$ cat src/vga_pkg.sv
// Shared constants, opcodes, pipeline records and saturation helper for the vector ALU.
`default_nettype none
package vga_pkg;

  localparam int FRAC_BITS = 16;
  localparam int QB        = 41;   // quotient bits kept by the divider
  localparam int SQ_STEPS  = 32;   // root bits of a 64-bit radicand

  localparam logic [3:0] OP_NEG    = 4'd0;
  localparam logic [3:0] OP_ADD    = 4'd1;
  localparam logic [3:0] OP_SUB    = 4'd2;
  localparam logic [3:0] OP_SCALE  = 4'd3;
  localparam logic [3:0] OP_DIV    = 4'd4;
  localparam logic [3:0] OP_LEN    = 4'd5;
  localparam logic [3:0] OP_CCW    = 4'd6;
  localparam logic [3:0] OP_CW     = 4'd7;
  localparam logic [3:0] OP_DOT    = 4'd8;
  localparam logic [3:0] OP_CROSS  = 4'd9;
  localparam logic [3:0] OP_NORM   = 4'd10;
  localparam logic [3:0] OP_PROJ   = 4'd11;
  localparam logic [3:0] OP_ORT    = 4'd12;
  localparam logic [3:0] OP_MBY    = 4'd13;
  localparam logic [3:0] OP_MALONG = 4'd14;

  localparam logic [1:0] ST_OK  = 2'd0;
  localparam logic [1:0] ST_DZ  = 2'd1;
  localparam logic [1:0] ST_SAT = 2'd2;

  localparam logic [63:0] HALF_LSB = 64'd1 << (FRAC_BITS - 1);
  localparam logic [QB-1:0] Q_LIMIT = {1'b1, {(QB-1){1'b0}}};

  localparam logic signed [63:0] SAT_MAX = 64'sd2147483647;
  localparam logic signed [63:0] SAT_MIN = -64'sd2147483648;

  typedef struct packed {
    logic [3:0]         op;
    logic signed [31:0] ax;
    logic signed [31:0] ay;
    logic signed [31:0] bx;
    logic signed [31:0] by;
    logic signed [31:0] f;
    logic [31:0]        sx;
    logic [31:0]        sy;
    logic [31:0]        ss;
    logic               sclamp;
    logic               d_neg;
    logic [63:0]        d_mag;
    logic [63:0]        bb;
    logic [63:0]        sq;
    logic [32:0]        len;
  } item_t;

  typedef struct packed {
    item_t       it;
    logic [63:0] den;
    logic        dz;
    logic [1:0]  sgn;
    logic [1:0]  ovf;
  } dv_t;

  typedef struct packed {
    logic        clamp;
    logic [31:0] val;
  } sat_t;

  function automatic sat_t sat32(input logic signed [63:0] v);
    sat_t r;
    if (v > SAT_MAX) begin
      r.clamp = 1'b1;
      r.val   = 32'h7fff_ffff;
    end else if (v < SAT_MIN) begin
      r.clamp = 1'b1;
      r.val   = 32'h8000_0000;
    end else begin
      r.clamp = 1'b0;
      r.val   = v[31:0];
    end
    return r;
  endfunction

endpackage
`default_nettype wire

$ cat src/vga_back.sv
// Back end: quotient rounding, projection combine, saturation and result register.
`default_nettype none
module vga_back import vga_pkg::*; (
  input  wire logic               clk,
  input  wire logic               rst,
  input  wire logic               in_vld,
  input  wire dv_t                in_meta,
  input  wire logic [1:0][63:0]   in_rem,
  input  wire logic [1:0][QB-1:0] in_quo,
  output logic                    done,
  output logic signed [31:0]      r_x,
  output logic signed [31:0]      r_y,
  output logic signed [31:0]      scalar_out,
  output logic [1:0]              status
);

  // B0: round half up on the remainder, clamp
  logic [1:0]    up;
  logic [QB:0]   qr      [0:1];
  logic [QB-1:0] qm_next [0:1];
  logic [QB-1:0] qm      [0:1];
  dv_t  mq;
  logic vq;
  always_comb begin
    for (int l = 0; l < 2; l++) begin
      up[l] = {in_rem[l], 1'b0} >= {1'b0, in_meta.den};
      qr[l] = {1'b0, in_quo[l]} + {{QB{1'b0}}, up[l]};
      if (in_meta.ovf[l] || qr[l] > {1'b0, Q_LIMIT}) qm_next[l] = Q_LIMIT;
      else qm_next[l] = qr[l][QB-1:0];
    end
  end
  always_ff @(posedge clk) begin
    if (rst) vq <= 1'b0;
    else vq <= in_vld;
    mq    <= in_meta;
    qm[0] <= qm_next[0];
    qm[1] <= qm_next[1];
  end

  // B1: signed quotient p, then p, a - p, 2p - a or a - 2p
  logic signed [QB:0] sp       [0:1];
  logic signed [63:0] pv       [0:1];
  logic signed [63:0] av       [0:1];
  logic signed [63:0] val_next [0:1];
  logic signed [63:0] val      [0:1];
  dv_t  mc;
  logic vc;
  always_comb begin
    for (int l = 0; l < 2; l++) begin
      sp[l] = mq.sgn[l] ? -$signed({1'b0, qm[l]}) : $signed({1'b0, qm[l]});
      pv[l] = 64'(sp[l]);
      av[l] = (l == 0) ? 64'(mq.it.ax) : 64'(mq.it.ay);
      case (mq.it.op)
        OP_ORT:    val_next[l] = av[l] - pv[l];
        OP_MBY:    val_next[l] = (pv[l] <<< 1) - av[l];
        OP_MALONG: val_next[l] = av[l] - (pv[l] <<< 1);
        default:   val_next[l] = pv[l];
      endcase
    end
  end
  always_ff @(posedge clk) begin
    if (rst) vc <= 1'b0;
    else vc <= vq;
    mc     <= mq;
    val[0] <= val_next[0];
    val[1] <= val_next[1];
  end

  // B2: final pick and clamp
  sat_t tx, ty, tl;
  logic [31:0] rx_next, ry_next, rs_next;
  logic [1:0]  st_next;
  always_comb begin
    tx = sat32(val[0]);
    ty = sat32(val[1]);
    tl = sat32($signed(64'(mc.it.len)));
    rx_next = '0;
    ry_next = '0;
    rs_next = '0;
    st_next = ST_OK;
    unique case (mc.it.op) inside
      OP_DIV, OP_NORM, OP_PROJ, OP_ORT, OP_MBY, OP_MALONG: begin
        if (mc.dz) begin
          st_next = ST_DZ;
        end else begin
          rx_next = tx.val;
          ry_next = ty.val;
          st_next = (tx.clamp | ty.clamp) ? ST_SAT : ST_OK;
        end
      end
      OP_LEN: begin
        rs_next = tl.val;
        st_next = tl.clamp ? ST_SAT : ST_OK;
      end
      default: begin
        rx_next = mc.it.sx;
        ry_next = mc.it.sy;
        rs_next = mc.it.ss;
        st_next = mc.it.sclamp ? ST_SAT : ST_OK;
      end
    endcase
  end
  always_ff @(posedge clk) begin
    if (rst) done <= 1'b0;
    else done <= vc;
    r_x        <= rx_next;
    r_y        <= ry_next;
    scalar_out <= rs_next;
    status     <= st_next;
  end

endmodule
`default_nettype wire

$ cat config.mk
export PLATFORM = sky130hd
export DESIGN_NAME = vga_back
export DESIGN_NICKNAME = d
export VERILOG_FILES = /design/src/vga_pkg.sv /design/src/vga_back.sv
export SDC_FILE = /design/constraint.sdc
export NUM_CORES = 2
export LEC_CHECK = 0
export BUFFER_PORTS_ARGS = -buffer_cell sky130_fd_sc_hd__buf_2
export CAP_MARGIN = 20
export CORE_AREA = 2 2 337 339
export DETAILED_ROUTE_END_ITERATION = 12
export DIE_AREA = 0 0 339 341
export HOLD_SLACK_MARGIN = 0.06
export SYNTH_ARGS = -nofsm -noshare
export SYNTH_HDL_FRONTEND = slang
export SYNTH_SLANG_ARGS = --single-unit
export TNS_END_PERCENT = 100
$ cat constraint.sdc
create_clock -name clk -period 5.3 [get_ports clk]
set_input_delay 0.265 -clock clk [delete_from_list [all_inputs] [get_ports clk]]
set_output_delay 0.265 -clock clk [all_outputs]
set_load 0.05 [all_outputs]
==> reports/qor.csv <==
stage;metric;value;unit
run_status;status;finished, final reports clean;
synthesis;Mapped Cells;4292;
synthesis;Yosys cell types;91;
critical_path;Req. time, crit path;5.84;ns
power;Pint;0.00960;W
layout;Multi-input gate area;22400;um^2
floorplanning;Starting Density;32.2;%
timing;slew at the pin closest to its max-slew limit;1.03;ns
power;VDD IR max;0.231;mV
timing;final hold violations;0;
clock_network;CTS HTree Levels;2;
flow_run;Max Cap Viol;0;
clock_network;Worst-path clk slew;0.07;ns
placed_design;PortBufs;578;
synthesis;Synth Register Bits;607;
timing;final-report max-slew violation count;0;
critical_path;critical path's slowest cell;or4_1;
timing;headroom to the max-slew limit;31.4;%
synthesis;Ys Warns;0;
grt;grt total ovfl;0;
synthesis;Syn Nets;5430;
drt;Routed WL;145000;um
critical_path;Max Fanout on Critical Path;6;
drt;met1 WL;60500;um
critical_path;Startpoint Class;flop;
floorplanning;I/O pin cnt;868;
clock_network;clock root cell;clkbuf_16;
drt;number of vias per cell;5.26;
drt;Wirelength per Cell;20.9;um
grt;GRT Util Overall;24.1;%
timing;FMAX;193;MHz
min_path;worst hold path type;in -> reg;
power;Clock Power Share;30.8;%
synthesis;dominant synthesized flop cell;dfxtp_1;
critical_path;data arrival time of the critical path;5.73;ns
layout;fraction of layout cells with a size suffix above 1;20.6;%
clock_network;TritonCTS clock tree;yes;
layout;final core utilization;43.0;%
timing;Final period util;97.9;%
grt;initial antenna violation count;73;
synthesis;register area share after synthesis;33.7;%
drt;1st-pass router iterations;6;
synthesis;async set-reset flop share out of synthesis;0;%
placed_design;dpl hpwl;117000;um
timing;fin crit period;5.19;ns
critical_path;Crit path max-delay family;simple AND/OR/NAND/NOR gates;
clock_network;cts bufs inserted;58;
power;Reg power frac;34.8;%
drt;metal3 WL;12000;um
layout;Fillers;11100;
synthesis;Synth top area share;33.7;%
grt;vias in the first global route;35900;
drt;Initial DRC Count;2830;
timing;Fin Clk Skew;0.0822;ns
placed_design;RePlAce Congestion;0.980;
clock_network;clock buffer depth;3;
layout;Storage cell area;12200;um^2
drt;uppermost routed layer;met5;
drt;drt drc;0;
critical_path;CP cell instances;or4_1 > nand3b_1 > or3_1 > or3_1 > nand2_1 > xor2_1 > buf_4 > ha_1 > nand4_1 > nor3_1 > o2111ai_2 > a211oi_1 > a211oi_2 > o21a_1 > o21ai_0 > xnor2_1 > o221ai_1;
clock_network;Clock Latency Late Sink;0.68;ns
floorplanning;Die Footprint;116000;um^2
floorplanning;count of standard-cell rows;123;
grt;global-route wire length before repair;216000;um
power;Power Density;306;nW/um^2
layout;design area;48100;um^2
critical_path;most frequent CP cell;or3_1;
timing;setup TNS;0;ns
synthesis;syn avg cell area;8.39;um^2
critical_path;WP buf/inv;1;
placed_design;DP Area;42700;um^2
power;leakage;22.2;nW
drt;DR vias;36600;
layout;fin nets;6506;
critical_path;critical path class;reg -> reg;
timing;RSZ-0062 raised after global routing;yes;
floorplanning;Core Region;112000;um^2
floorplanning;Die X;339;um
timing;worst hold slack;0.108;ns
power;Sw Ratio;34.7;%
floorplanning;Die Y;341;um
power;P_sw;0.00511;W
drt;Post-DRT Antenna Nets;0;
clock_network;# clock sinks;607;
critical_path;crit-path max cell delay;0.60;ns
layout;Layout area overhead;33.5;%
critical_path;Setup crit end kind;flop;
synthesis;Post-synth EDFFs;0;
synthesis;Cell Area, Synth;36000;um^2
synthesis;dominant cells by area after synthesis;dfxtp_1 (34%), ha_1 (13%), a21oi_1 (5.0%), o21ai_0 (4.3%), a21o_1 (3.5%);
synthesis;Synth area leader;dfxtp_1;
drt;Met2 Wirelength;66200;um
power;Logic pwr share;34.4;%
timing;setup violators final;0;
grt;largest net degree at the start of global routing;64;
[final cells by class]
cell class              instances  area share (%)
clock inverters                36            1.14
inverters                     289            2.26
flip-flops and latches        607            25.3
clock buffers                  72            3.34
repair buffers               1209            17.4
multi-input cells            3203            46.5
diodes                         29           0.151
well taps                    1500            3.90
[Yosys cell counts (70+ instances only)]
master    count
a21o_1      169
a21oi_1     360
a221o_1      72
clkbuf_1    165
dfxtp_1     607
ha_1        363
inv_1       289
nand2_1     332
nand3_1      89
nand4_1     102
nor2_1      299
nor3_1       70
o21ai_0     306
xnor2_1     133
xor2_1      126
[worst register-to-register path, stage by stage, from the launching register on]
cell       delay (ns)
dfxtp_1          0.32
or4_1            0.60
nand3b_1         0.21
or3_1            0.33
or3_1            0.37
nand2_1          0.10
xor2_1           0.08
buf_4            0.15
ha_1             0.38
nand4_1          0.21
nor3_1           0.41
o2111ai_2        0.31
a211oi_1         0.39
a211oi_2         0.14
o21a_1           0.35
o21ai_0          0.39
xnor2_1          0.16
o221ai_1         0.13
[kinds of logic (layout without fill, tap and decap cells)]
kind of cell               Yosys count  after routing  share of synthesized area [%]
buffers and inverters              482           1606                           5.16
muxes                               18             18                          0.518
xor gates and xnor gates           259            259                           6.30
adders and majority gates          369            369                           12.9
and+or+nand+nor                   1153           1153                           15.6
other                                0             29                              0
DFF                                607            607                           33.7
AOI/OAI and AO/OA                 1404           1404                           25.7
[worst paths after layout]
path	start	endpoint	slack [ns]	cells after the start
worst max-delay path	qm[0][10]	val[0][40]	0.11	17
worst min-delay path	in_quo[34]	qm[0][34]	0.11	4
worst max register to register	qm[0][10]	val[0][40]	0.11	17
worst min register to register	mq[351]	mc[351]	0.31	0
[flip-flops by register name, summed over array words and instances, names as in the netlist]
register and cells:
mq 137, r_y 32, done 1, r_x 32
qm 82, mc 135, scalar_out 32, vq 1
status 2, vc 1, av 64, val 88
[what timing repair did]
item / in CTS / in global routing
gates resized for setup: 3 / 51
endpoints found under the hold margin: 273 / 0
hold buffers: 293 / 0
pin swaps: 0 / 10
cloned: 0 / 0
setup endpoints to repair: 2 / 30
setup buffers: 0 / 4
[stage by stage]
| stage | power (W) | instances | worst slack [ns] |
|---|---|---|---|
| 3_3_place_gp | 0.00992 | 6510 | -0.0266 |
| 2_1_floorplan | 0.00814 | 4292 | 0.491 |
| 5_1_grt | 0.0154 | 6933 | -0.0369 |
| 4_1_cts | 0.0147 | 6912 | -0.0107 |
| 3_5_place_dp | 0.00994 | 6511 | -0.0152 |
| 6_report | 0.0147 | 6945 | 0.110 |
[power by group through the flow]
| stage | Combinational, W | Sequential, W | Clock (W) |
|---|---|---|---|
| floorplan | 0.00273 | 0.00542 | 0 |
| global route | 0.00548 | 0.00515 | 0.00480 |
| CTS | 0.00493 | 0.00512 | 0.00465 |
| global placement | 0.00471 | 0.00521 | 0 |
| detailed placement | 0.00472 | 0.00522 | 0 |
| finish | 0.00506 | 0.00512 | 0.00453 |
[metal layers]
| metal | track usage (%) | vias to the layer above |
|---|---|---|
| met4 | 9.13 | 56 |
| li1 | - | 17800 |
| met1 | 29.7 | 17000 |
| met3 | 5.77 | 288 |
| met5 | 0 | - |
| met2 | 40.5 | 1471 |
[cell usage in the layout, fill, tap and decap left out, types with 17 or more instances in the layout]
master         count
dfxtp_1          607
buf_2            578
ha_1             360
a21oi_1          355
buf_4            336
nand2_1          332
nor2_1           298
o21ai_0          295
dlygate4sd3_1    293
inv_1            289
a21o_1           169
xnor2_1          132
xor2_1           126
nand4_1          102
nand3_1           86
a221o_1           72
o221ai_1          65
nor3_1            63
clkbuf_16         58
nor2b_1           52
nand2b_1          49
o21bai_1          48
o21a_1            38
o31ai_1           36
o22ai_1           33
a22oi_1           30
diode_2           29
o211ai_1          29
a31oi_1           28
a221oi_1          25
a211oi_1          24
and3_1            22
or3_1             20
and4_1            18
nor4_1            17
Power figures use the tool's default switching activity.
